<file path="src/sv/gwm_pkg.sv">
package gwm_pkg;

  // Pattern geometry
  localparam int PAT_LEN = 16;
  localparam int SET_W   = PAT_LEN + 1;
  localparam int LEN_W   = $clog2(PAT_LEN + 1);
  localparam int IDX_W   = $clog2(SET_W);

  // Configuration port
  localparam int CFG_IDX_W  = 2;
  localparam int CFG_DATA_W = 64;
  localparam int CFG_LEN_W  = 5;

  typedef enum logic [CFG_IDX_W-1:0] {
    REG_PAT_LEN  = 2'd0,
    REG_PAT_LOW  = 2'd1,
    REG_PAT_HIGH = 2'd2
  } cfg_reg_t;

  // Wildcard bytes
  localparam logic [7:0] STAR_BYTE  = 8'h2A;
  localparam logic [7:0] QMARK_BYTE = 8'h3F;

  typedef logic [SET_W-1:0] set_t;
  typedef logic [7:0]       pat_arr_t [PAT_LEN];

  // One input beat as carried through the input stage
  typedef struct packed {
    logic [7:0] text_byte;
    logic       no_char;
    logic       end_of_text;
  } gwm_item_t;

  // Star closure as a parallel prefix: bit j is set if some live bit i <= j
  // reaches j through a run of enabled stars at positions i..j-1.
  // prop[j] holds the star enable of position j-1.
  function automatic set_t close_set(set_t live, set_t prop);
    set_t g;
    set_t p;
    set_t g_n;
    set_t p_n;
    g = live;
    p = prop;
    for (int d = 1; d < SET_W; d = d * 2) begin
      g_n = g | (p & (g << d));
      p_n = p & (p << d);
      g   = g_n;
      p   = p_n;
    end
    return g;
  endfunction

endpackage

</file>
<file path="src/sv/wildcard_glob_matcher.sv">
// Streaming glob matcher: text bytes enter one per beat on the in_ channel and,
// at the beat marked tlast, one beat leaves on the out_ channel with bit 0 set
// if the whole text matched the stored pattern ('*' any run, '?' any one byte,
// all else exact and case-sensitive). A beat with in_tuser set carries no
// character; with tlast it closes the text (an empty text if it is alone).
// The block takes one beat per cycle unless an end beat waits for the result
// slot; the tlast beat passes the input stage register, then the result
// register behind out_tvalid. The rate is set by the live-position update:
// a star closure, a byte compare per position, a second closure; combinational.
// Write the pattern registers only while no text is in flight.
module wildcard_glob_matcher import gwm_pkg::*; (
  input  logic                  clk,
  input  logic                  rst_n,
  // input stream
  input  logic                  in_tvalid,
  output logic                  in_tready,
  input  logic [7:0]            in_tdata,   // [7:0] text_byte
  input  logic [0:0]            in_tuser,   // [0] no_char
  input  logic                  in_tlast,   // end_of_text
  // result stream
  output logic                  out_tvalid,
  input  logic                  out_tready,
  output logic [7:0]            out_tdata,  // [0] matched, [7:1] zero
  // configuration writes
  input  logic                  cfg_valid,
  output logic                  cfg_ready,
  input  logic [CFG_IDX_W-1:0]  cfg_index,
  input  logic [CFG_DATA_W-1:0] cfg_data
);

  logic [CFG_LEN_W-1:0] pat_len_r;
  logic [7:0]           pat_r [PAT_LEN];
  logic [LEN_W-1:0]     eff_len;

  logic                 s1_valid_r;
  gwm_item_t            s1_item_r;
  logic                 s1_go;
  logic                 in_acc;

  set_t                 live_r;
  set_t                 live_nxt;
  logic                 step_match;

  logic                 out_valid_r;
  logic                 matched_r;

  // Configuration registers
  assign cfg_ready = 1'b1;

  always_ff @(posedge clk) begin
    if (!rst_n) begin
      pat_len_r <= '0;
      for (int i = 0; i < PAT_LEN; i++) pat_r[i] <= '0;
    end else if (cfg_valid && cfg_ready) begin
      unique case (cfg_reg_t'(cfg_index))
        REG_PAT_LEN:  pat_len_r <= cfg_data[CFG_LEN_W-1:0];
        REG_PAT_LOW: begin
          for (int i = 0; i < 8; i++) pat_r[i] <= cfg_data[8*i +: 8];
        end
        REG_PAT_HIGH: begin
          for (int i = 8; i < PAT_LEN; i++) pat_r[i] <= cfg_data[8*(i-8) +: 8];
        end
        default: ;
      endcase
    end
  end

  // Saturate the length to the pattern size
  assign eff_len = (pat_len_r > CFG_LEN_W'(PAT_LEN)) ? LEN_W'(PAT_LEN)
                                                     : LEN_W'(pat_len_r);

  // Input stage: a beat leaves when it ends no text or the result slot frees up
  assign s1_go     = s1_valid_r &&
                     (!s1_item_r.end_of_text || !out_valid_r || out_tready);
  assign in_tready = !s1_valid_r || s1_go;
  assign in_acc    = in_tvalid && in_tready;

  always_ff @(posedge clk) begin
    if (!rst_n) begin
      s1_valid_r <= 1'b0;
    end else if (in_tready) begin
      s1_valid_r <= in_tvalid;
    end
  end

  always_ff @(posedge clk) begin
    if (in_acc) begin
      s1_item_r.text_byte   <= in_tdata;
      s1_item_r.no_char     <= in_tuser[0];
      s1_item_r.end_of_text <= in_tlast;
    end
  end

  // Live-position update
  gwm_step u_step (
    .live      (live_r),
    .item      (s1_item_r),
    .pat       (pat_r),
    .eff_len   (eff_len),
    .live_next (live_nxt),
    .matched   (step_match)
  );

  always_ff @(posedge clk) begin
    if (!rst_n) begin
      live_r <= set_t'(1);
    end else if (s1_go) begin
      live_r <= live_nxt;
    end
  end

  // Result register
  always_ff @(posedge clk) begin
    if (!rst_n) begin
      out_valid_r <= 1'b0;
    end else if (s1_go && s1_item_r.end_of_text) begin
      out_valid_r <= 1'b1;
    end else if (out_tready) begin
      out_valid_r <= 1'b0;
    end
  end

  always_ff @(posedge clk) begin
    if (s1_go && s1_item_r.end_of_text) begin
      matched_r <= step_match;
    end
  end

  assign out_tvalid = out_valid_r;
  assign out_tdata  = {7'b0, matched_r};

  // Checks
  a_end_restarts: assert property (@(posedge clk) disable iff (!rst_n)
    (s1_go && s1_item_r.end_of_text) |=> (live_r == set_t'(1)))
    else $error("live set not restarted after end of text");

  a_nochar_holds: assert property (@(posedge clk) disable iff (!rst_n)
    (s1_go && s1_item_r.no_char && !s1_item_r.end_of_text) |=> $stable(live_r))
    else $error("empty beat changed the live set");

  a_result_source: assert property (@(posedge clk) disable iff (!rst_n)
    $rose(out_valid_r) |-> $past(s1_go && s1_item_r.end_of_text))
    else $error("result appeared without an end beat");

  a_no_overrun: assert property (@(posedge clk) disable iff (!rst_n)
    (s1_valid_r && s1_item_r.end_of_text && out_valid_r && !out_tready)
      |-> (!in_tready && !s1_go))
    else $error("end beat processed while result slot full");

endmodule

</file>
<file path="src/sv/gwm_step.sv">
module gwm_step import gwm_pkg::*; (
  input  set_t            live,
  input  gwm_item_t       item,
  input  logic [7:0]      pat [PAT_LEN],
  input  logic [LEN_W-1:0] eff_len,
  output set_t            live_next,
  output logic            matched
);

  set_t star_prop;
  set_t closed_cur;
  set_t adv;
  set_t after_char;
  set_t closed_end;

  // Star enables shifted up one place, limited to positions below the length
  always_comb begin
    star_prop = '0;
    for (int i = 0; i < PAT_LEN; i++) begin
      star_prop[i+1] = (pat[i] == STAR_BYTE) && (i < int'(eff_len));
    end
  end

  assign closed_cur = close_set(live, star_prop);

  // Advance every live position by the character
  always_comb begin
    adv = '0;
    for (int i = 0; i < PAT_LEN; i++) begin
      if (closed_cur[i] && (i < int'(eff_len))) begin
        if (pat[i] == STAR_BYTE) begin
          adv[i] = 1'b1;
        end else if (pat[i] == QMARK_BYTE || pat[i] == item.text_byte) begin
          adv[i+1] = 1'b1;
        end
      end
    end
  end

  assign after_char = item.no_char ? live : adv;
  assign closed_end = close_set(after_char, star_prop);
  assign matched    = closed_end[eff_len[IDX_W-1:0]];

  // End of text returns to the start set
  assign live_next = item.end_of_text ? set_t'(1) : after_char;

endmodule
</file>
<file path="config.mk">
export PLATFORM = sky130hd
export DESIGN_NAME = wildcard_glob_matcher
export DESIGN_NICKNAME = d
export VERILOG_FILES = /design/src/sv/gwm_pkg.sv /design/src/sv/wildcard_glob_matcher.sv /design/src/sv/gwm_step.sv
export SDC_FILE = /design/constraint.sdc
export NUM_CORES = 1
export LEC_CHECK = 0
export BUFFER_PORTS_ARGS = -buffer_cell sky130_fd_sc_hd__buf_4
export CAP_MARGIN = 20
export CELL_PAD_IN_SITES_DETAIL_PLACEMENT = 0
export CELL_PAD_IN_SITES_GLOBAL_PLACEMENT = 1
export CORE_UTILIZATION = 45
export CTS_CLUSTER_SIZE = 14
export DETAILED_ROUTE_END_ITERATION = 8
export PLACE_DENSITY = 0.78
export SYNTH_ARGS = -nofsm -noshare
export SYNTH_HDL_FRONTEND = slang
export SYNTH_SLANG_ARGS = --single-unit
</file>
<file path="constraint.sdc">
create_clock -name clk -period 3.8 [get_ports clk]
set_clock_uncertainty 0.15 [all_clocks]
set_input_delay 0.19 -clock clk [delete_from_list [all_inputs] [get_ports clk]]
set_output_delay 0.19 -clock clk [all_outputs]
set_load 0.03 [all_outputs]
</file>
**After elaboration in Yosys (flattened, before gate mapping)**

Cells that the tools add are included.
Widths: inputs -> output; s select.

- Bitwise logic cells: 24
- Muxes and demuxes: 71
- Shift-type cells: 0
- Divide/modulo/power cells: 0
- Multipliers: 0
- Magnitude comparators: 18
- Reduce and logical (&&, ||, !) cells: 62
- $add $sub $neg: 0
- Equal/unequal tests: 50

Operators with widths:

| kind | count |
|---|---|
| $eq 8x6->1 const B | 32 |
| $and 17x17->17 | 9 |
| $eq 8x8->1 | 16 |
| $or 17x17->17 | 5 |
| $or 16x16->16 | 5 |
| $and 16x16->16 | 4 |
| $mux 1 | 51 |
| $lt 4x5->1 const A | 8 |
| $logic_and 1x1->1 | 35 |
| $mux 17 | 2 |
| $mux 2 | 16 |
| $lt 3x5->1 const A | 4 |
| $logic_or 1x1->1 | 19 |
| $and 16x1->16 const B | 1 |
| $lt 1x5->1 const A | 2 |
| $lt 2x5->1 const A | 2 |
| $lt 5x6->1 const B | 1 |
| $reduce_and 2->1 | 3 |
| $bmux 1 s5 | 1 |
| $gt 5x5->1 const B | 1 |
| $mux 5 | 1 |
| $logic_not 1->1 | 3 |
| $eq 2x1->1 const B | 1 |
| $eq 2x2->1 const B | 1 |
| other kinds (2) | 2 |

- Memory bits (writable): 0
- Flip-flop bits (word level): 163
- Bits in read-only memories: 0
- Latch bits: 0
- Memories: 0
- Word-level logic and storage cells: 249

**Logic depth before layout (Yosys ltp)**

Gate-level depths: netlist (run 1).

- Depth in word-level cells: 58
- Mapped depth: 14
- Depth with buffers taken out: 12

**Cells and area by module**

A second synthesis (run 1) with hierarchy kept.

- Cell total of the unflattened synthesis: 1313
- Area total of the unflattened synthesis: 10919.2 um^2

By module, submodules not included:

| module | cells an instance | area an instance (um^2) | times used | sequential area each (um^2) |
|---|---|---|---|---|
| wildcard_glob_matcher | 687 | 6751.5 | 1 | 3373.2 |
| gwm_step | 626 | 4167.7 | 1 | 0.0 |

**Worst setup path after synthesis (run 1)**

No wires, ideal clock.

- Path type: register -> register
- Start: register pat_len_r[2]
- End: register matched_r, data pin
- Buffers on the path: 1
- Slack: 0.395 ns
- Setup time: 0.269 ns
- Period minus slack after synthesis: 3.405 ns
- Stages on the path, launching flop included: 14
- Data arrival time: 2.986 ns
- Cell sequence: dfxtp_1 -> buf_2 -> a2111oi_4 -> nor4_4 -> nor4b_4 -> or3_4 -> a31o_1 -> a41o_1 -> a311oi_1 -> o211ai_1 -> nand2_1 -> a2111oi_4 -> a221oi_2 -> a211oi_2

- Word-level cells in the longest chain between the ends: 27
- Elaborated cells on any way between the ends: 108
- Those cells by class: 17 x order compare; 35 x mux; 24 x bitwise; 32 x reduce/logical

RTL lines:

| item | RTL line | text |
|---|---|---|
| from (decl) | wildcard_glob_matcher.sv:31 | `logic [CFG_LEN_W-1:0] pat_len_r;` |
| from (signal assigned) | wildcard_glob_matcher.sv:56 | `REG_PAT_LEN: pat_len_r <= cfg_data[CFG_LEN_W-1:0];` |
| $gt 5x5->1 | wildcard_glob_matcher.sv:69 | `assign eff_len = (pat_len_r > CFG_LEN_W'(PAT_LEN)) ? LEN_W'(PAT_LEN)` |
| $mux 5 * | wildcard_glob_matcher.sv:69 |  |
| $lt 1x5->1 | gwm_step.sv:20, gwm_step.sv:30 |  |
| $logic_and 1x1->1 | gwm_step.sv:20 | `star_prop[i+1] = (pat[i] == STAR_BYTE) && (i < int'(eff_len));` |
| $and 16x16->16 | gwm_pkg.sv:45 | `g_n = g \| (p & (g << d));` |
| $or 16x16->16 | gwm_pkg.sv:45 |  |
| $and 16x16->16 | gwm_pkg.sv:45 |  |
| $or 16x16->16 | gwm_pkg.sv:45 |  |
| (+10 left out) | -- |  |
| $or 17x17->17 | gwm_pkg.sv:45 |  |
| $and 17x17->17 | gwm_pkg.sv:45 |  |
| $or 17x17->17 | gwm_pkg.sv:45 |  |
| $and 17x17->17 | gwm_pkg.sv:45 |  |
| $or 17x17->17 (3 in a row) | gwm_pkg.sv:45 |  |
| $bmux 1 s5 * | gwm_step.sv:42 | `assign matched = closed_end[eff_len[IDX_W-1:0]];` |
| $mux 1 (not written as such) * | gwm_step.sv:42 |  |
| net step_match | wildcard_glob_matcher.sv:42 | `logic step_match;` |
| to (signal assigned) | wildcard_glob_matcher.sv:125 | `matched_r <= step_match;` |
| to (decl) | wildcard_glob_matcher.sv:45 | `logic matched_r;` |

Mark *: on every way through the listed nets, which the timed path passes. The rest lies on a longest branch. The select of a mux whose other input is x is not followed.
A chain may end at the register's enable or synchronous reset.

**Worst setup path after layout (run 1)**

- Start: register pat_len_r[0]
- End: register matched_r, data pin

The elaborated chain is that of the path after synthesis.

==> out/results.tsv, run 1 <==
stage	metric	value	unit
outcome	status	complete, but fails checks	
outcome	violations	DRC	
detailed_routing	dr.first_iter.drc_count	846	
worst_setup_path	crit_path_max_incr_delay	0.50	ns
worst_setup_path	crit_fanout	6	
cts	clockRootBuffer	clkbuf_16	
power_and_ir_drop	powerDensity	332	nW/um^2
placed_design	placed_cells	1652	
timing	setup-violations-final	0	
timing	worst_slew_pin_slew	0.984	ns
timing	drv_slew	0	
cts	clk_pin_slew	0.07	ns
final_layout	finish.utilization	60.1	%
placed_design	hpwl	24800	um
detailed_routing	post_drt_via_cell_ratio	5.71	
final_layout	final_cells	1763	
synth	ys_top_cells_by_area	dfxtp_1, nand2_1, a21boi_0	
placed_design	io_buffers	83	
timing	worst_slack	0.0646	ns
timing	min_period	3.74	ns
placed_design	gp_congestion	0.984	
grt	grt_max_degree	107	
final_layout	area_growth	30.0	%
synth	ys_seq_elements	163	
cts	clock_sinks	163	
worst_setup_path	cp.required	3.83	ns
final_layout	n_antenna_cell	0	
synth	synth-edff-count	11	
detailed_routing	wire_per_inst	19.7	um
timing	final-hold-violation-count	0	
synth	syn_area_per_cell	8.04	um^2
cts	insertion_delay	0.44	ns
synth	synth_compound_area_share	24.4	%
synth	mappedNetlistArea	10100	um^2
timing	rsz0062_at_grt	yes	
grt	grt_overflow	0	
synth	synthArstFlopShare	0	%
worst_setup_path	path_buf_inv	2	
synth	synth_cells	1262	
die	fp.dieW	152	um
die	die_h	152	um
synth	yosysTopAreaCellShare	30.0	%
power_and_ir_drop	p_leak	4.73	nW
timing	fin_crit_sh	98.3	%
synth	synth_common_cells	nand2_1, dfxtp_1, a21boi_0, xnor2_1, clkbuf_1	
synth	synthAdderAreaFrac	0	%
die	die_area	23100	um^2
detailed_routing	drc	4	
power_and_ir_drop	p_total	4.38	mW
die	start_util	46.2	%
detailed_routing	vias	10059	
min_path	hold_class	in -> reg	
grt	grt_usage	30.3	%
synth	yosys_warnings	0	
worst_setup_path	worstPathArrival	3.77	ns
synth	yosysTopAreaCell	dfxtp_1	
die	ios	92	
synth	synth_top_family_by_area	simple AND/OR/NAND/NOR gates	
worst_setup_path	critPathLaunchType	flop	
die	rows	54	
worst_setup_path	cp_top_family	compound AO/OA/AOI/OAI gates	
grt	grt_pass1_wl	54700	um
timing	fin_tns_setup	0	ns
die	coreArea	22000	um^2
timing	slew-limit-headroom	34.4	%
synth	synthXorXnorAreaFrac	11.1	%
synth	synthDistinctLibCells	100	
detailed_routing	first_pass_iters	7	
cts	numCtsBuffers	17	
grt	first_global_vias	9772	
worst_setup_path	end_kind	flop	
cts	cts_tree	yes	
final_layout	drive_above_1_share	20.9	%
synth	ys_seq_area_share	33.3	%
placed_design	pre_cts_slack	-0.261	ns
power_and_ir_drop	ir_worst_vdd	0.000277	V
synth	synth-main-ff-cell	dfxtp_1	
worst_setup_path	crit_slowest_cell	a2111oi_4	
final_layout	layout.nets	1552	
timing	timing.fmax	268	MHz
job	max-cap-violations	0	
grt	antenna_found_initial	0	
synth	synth_most_common_cell	nand2_1	
detailed_routing	routed_wl	34700	um
worst_setup_path	crit_type	reg -> reg	
synth	synthMuxAreaShare	0.407	%
worst_setup_path	crit_chain	buf_4 > a2111oi_4 > nor4_4 > nor4b_4 > or3_4 > a31oi_4 > buf_4 > o41ai_4 > o22ai_2 > o211ai_2 > a211oi_2 > o21ai_0 > a221oi_2 > a211oi_2	
synth	synth_simple_gate_area_share	26.4	%
cts	ctsHtreeMaxLevel	4	
detailed_routing	ant_nets	0	
cts	clock_path_buffers	2	
-- final cells by class --
cell class / instances / area (um^2)
multi-input combinational: 1003 / 6540
timing repair buffer: 271 / 2230
clock inverter: 13 / 184
sequential: 163 / 3380
tap: 280 / 350
clock buffer: 18 / 450
inverter: 15 / 56.3
fill: 2026 / 8770
-- logic make-up (layout without fill, tap and decap cells) --
logic type                count (synthesis)  in the layout
AOI/OAI and AO/OA                       321            321
xor gates and xnor gates                128            128
buffers and inverters                   102            317
DFF                                     163            163
muxes                                     4              4
other                                     2              8
and+or+nand+nor                         542            542
-- where the power goes --
group / internal [mW] / leakage, nW / switching (mW)
clock: 1.04 / 0.311 / 0.837
sequential: 1.78 / 1.34 / 0.0675
combinational: 0.311 / 3.08 / 0.336
-- timing repair --
action | in CTS | in global routing
endpoints found under the setup margin | 1 | 1
pin swaps | 1 | 20
gates resized for setup | 6 | 29
hold buffers | 77 | 0
endpoints found under the hold margin | 145 | 0
setup buffers | 0 | 4
-- registers in the layout, indices dropped and copies added (netlist names) --
register / flops
matched_r: 1
s1_valid_r: 1
out_tvalid: 1
pat_r: 128
pat_len_r: 5
live_r: 17
s1_item_r: 10
-- path summary, 6_finish.rpt --
check	start	endpoint	slack, ns	cells past startpoint
max	pat_len_r[0]	matched_r	0.06	14
max reg2reg	pat_len_r[0]	matched_r	0.06	14
min reg2reg	pat_r[30]	pat_r[30]	0.34	2
min	cfg_index[1]	pat_r[65]	0.08	4
-- worst reg2reg max path, cell delays in order, from the launching register on --
cell and delay [ns]:
dfxtp_1 0.32, buf_4 0.17, a2111oi_4 0.50, nor4_4 0.11, nor4b_4 0.16, or3_4 0.44, a31oi_4 0.24, buf_4 0.17
o41ai_4 0.08, o22ai_2 0.18, o211ai_2 0.16, a211oi_2 0.29, o21ai_0 0.14, a221oi_2 0.30, a211oi_2 0.07
-- stage by stage --
stage	hold slack, ns	cell area [um^2]
after global placement	0.222	11600
final	0.0770	13200
after CTS	0.0769	13000
after detailed placement	0.221	11600
after global routing	0.0944	13200
after floorplan	0.139	10200
-- metal layers --
layer | global-route usage (%) | vias up | wire [um]
met2 | 46.5 | 325 | 15300
li1 | - | 4852 | -
met1 | 42.8 | 4822 | 16400
met4 | 9.82 | 0 | 814
met3 | 5.60 | 60 | 2180
met5 | 0 | - | 0
-- layout by cell type, fill, tap and decap left out, drive strengths merged, types with 5 or more instances in the layout --
cell type and instances:
nand2 303, buf 194, dfxtp 152, a21boi 131
xnor2 88, dlygate4sd3 77, nor2 50, xor2 40
o21ai 34, nand4 29, nor3 29, a21oi 25
inv 22, nor2b 21, a22oi 19, or3 19
nor4 19, clkbuf 18, a31oi 16, edfxtp 11
nand3 11, o211ai 10, a211oi 10, or2 9
and2 9, nand2b 8, conb 8, a21o 8
nand4b 7, o21a 7, o22ai 7, or4 5
a2111oi 5, a221oi 5, o31ai 5, nor4b 5
(Power assumes the default switching activity.)
==> run 2: changes to the inputs <==
--- a/config.mk
+++ b/config.mk
@@ -12,7 +12,7 @@
 export CORE_UTILIZATION = 45
 export CTS_CLUSTER_SIZE = 14
 export DETAILED_ROUTE_END_ITERATION = 8
-export PLACE_DENSITY = 0.78
+export PLACE_DENSITY = 0.86
 export SYNTH_ARGS = -nofsm -noshare
 export SYNTH_HDL_FRONTEND = slang
 export SYNTH_SLANG_ARGS = --single-unit
==> out/results.tsv, run 2 (synthesized netlist as in run 1, its figures left out) <==
stage	metric	value	unit
detailed_routing	vias	9955	
min_path	hold_class	in -> reg	
worst_setup_path	cp.required	3.92	ns
final_layout	most-common-layout-cells	nand2_1, buf_4, dfxtp_1	
final_layout	area_growth	28.1	%
worst_setup_path	worstPathArrival	3.95	ns
die	die_h	152	um
die	rows	54	
grt	first_global_vias	9396	
cts	insertion_delay	0.44	ns
power_and_ir_drop	powerDensity	325	nW/um^2
power_and_ir_drop	ir_worst_vdd	0.000256	V
cts	cts_tree	yes	
cts	clockRootBuffer	clkbuf_16	
timing	holdWs	0.0282	ns
detailed_routing	wire_per_inst	18.4	um
timing	fin_crit_sh	101	%
cts	clock_path_buffers	2	
final_layout	design_area	13000	um^2
worst_setup_path	end_kind	flop	
grt	grt_usage	28.0	%
worst_setup_path	crit_type	reg -> reg	
final_layout	regArea	3380	um^2
job	max-cap-violations	0	
power_and_ir_drop	p_leak	4.67	nW
timing	timing.fmax	261	MHz
placed_design	io_buffers	83	
final_layout	reg.largest.list	pat_r: 128 flops, live_r: 17 flops, s1_item_r: 10 flops	
timing	worst_slack	-0.0291	ns
final_layout	n_antenna_cell	0	
placed_design	placed_cell_area	11500	um^2
cts	clock_sinks	163	
die	fp.dieW	152	um
final_layout	final_common_cell	nand2_1	
timing	setup-violations-final	1	
timing	slew-limit-headroom	37.0	%
timing	min_period	3.83	ns
grt	grt_pass1_wl	51500	um
detailed_routing	ant_nets	0	
final_layout	top_register	pat_r	
die	die_area	23100	um^2
cts	numCtsBuffers	17	
grt	antenna_found_initial	1	
grt	grt_max_degree	79	
timing	final-hold-violation-count	0	
detailed_routing	post_drt_via_cell_ratio	5.65	
detailed_routing	routed_wl	32400	um
worst_setup_path	critPathLaunchType	flop	
grt	grt_overflow	0	
final_layout	drive_above_1_share	19.6	%
timing	rsz0062_at_grt	yes	
die	coreArea	22000	um^2
detailed_routing	first_pass_iters	7	
final_layout	layout.nets	1549	
final_layout	multiInputGateArea	6410	um^2
die	ios	92	
placed_design	gp_congestion	0.920	
placed_design	pre_cts_slack	-0.103	ns
timing	worst_slew_pin_slew	0.942	ns
outcome	violations	DRC, setup timing	
outcome	status	complete, but fails checks	
cts	ctsHtreeMaxLevel	4	
die	start_util	46.2	%
final_layout	largest_reg_flops	128	
detailed_routing	dr.first_iter.drc_count	710	
placed_design	hpwl	23600	um
cts	clk_pin_slew	0.08	ns
final_layout	num-fill-cells	1984	
detailed_routing	drc	8	
worst_setup_path	crit_fanout	5	
timing	drv_slew	0	
## run 2: path summary, 6_finish.rpt
check | cells past startpoint | end | from | slack (ns)
worst max register to register | 13 | matched_r | pat_r[110] | -0.03
worst min register to register | 2 | pat_r[109] | pat_r[109] | 0.34
worst min-delay path | 4 | pat_r[84] | cfg_index[1] | 0.03
worst max-delay path | 13 | matched_r | pat_r[110] | -0.03
## run 2: worst max-delay path: stages (launching register included)
cell and delay, ns:
dfxtp_4 0.36, or4b_4 0.57, nor4_4 0.27, nor4b_4 0.33, or3_4 0.24, a31oi_4 0.12
buf_6 0.15, o41ai_4 0.38, o22ai_2 0.13, o211ai_2 0.13, a21oi_2 0.13, a2111oi_4 0.41
a221oi_2 0.10, a211oi_2 0.19
## run 2: area by class of cell
| cell class | instances | share of cell area (%) |
|---|---|---|
| inverters | 15 | 0.433 |
| repair buffers | 268 | 17.1 |
| clock buffers | 17 | 3.27 |
| flip-flops and latches | 163 | 26.0 |
| well taps | 280 | 2.70 |
| multi-input cells | 1003 | 49.3 |
| clock inverters | 15 | 1.22 |
## run 2: metrics by stage
stage	total power, mW	setup TNS, ns	utilization [%]	cells
after floorplan	2.22	0	-	1268
after global placement	2.44	-0.114	52.4	1643
after detailed placement	2.44	-0.103	52.4	1643
after CTS	4.23	0	58.8	1753
after global routing	4.38	-0.172	59.2	1761
final	4.22	-0.0291	59.2	1761
## run 2: what timing repair did
| item | CTS | global route |
|---|---|---|
| pin swaps | 2 | 14 |
| hold endpoints to repair | 145 | 0 |
| gates resized for setup | 4 | 10 |
| hold buffers | 77 | 0 |
| setup endpoints to repair | 1 | 1 |
| buffers inserted | 1 | 8 |
## run 2: per-layer routing
layer | up-vias | routed length [um] | GRT usage (%)
met1 | 4717 | 15100 | 39.6
met4 | 0 | 588 | 7.77
met5 | - | 0 | 0
met3 | 39 | 2210 | 5.12
li1 | 4834 | - | -
met2 | 365 | 14500 | 43.5
## run 2: power by group
group | internal (mW) | total (mW) | switching (mW)
logic | 0.310 | 0.626 | 0.317
clock network | 0.883 | 1.74 | 0.856
registers | 1.78 | 1.85 | 0.0715
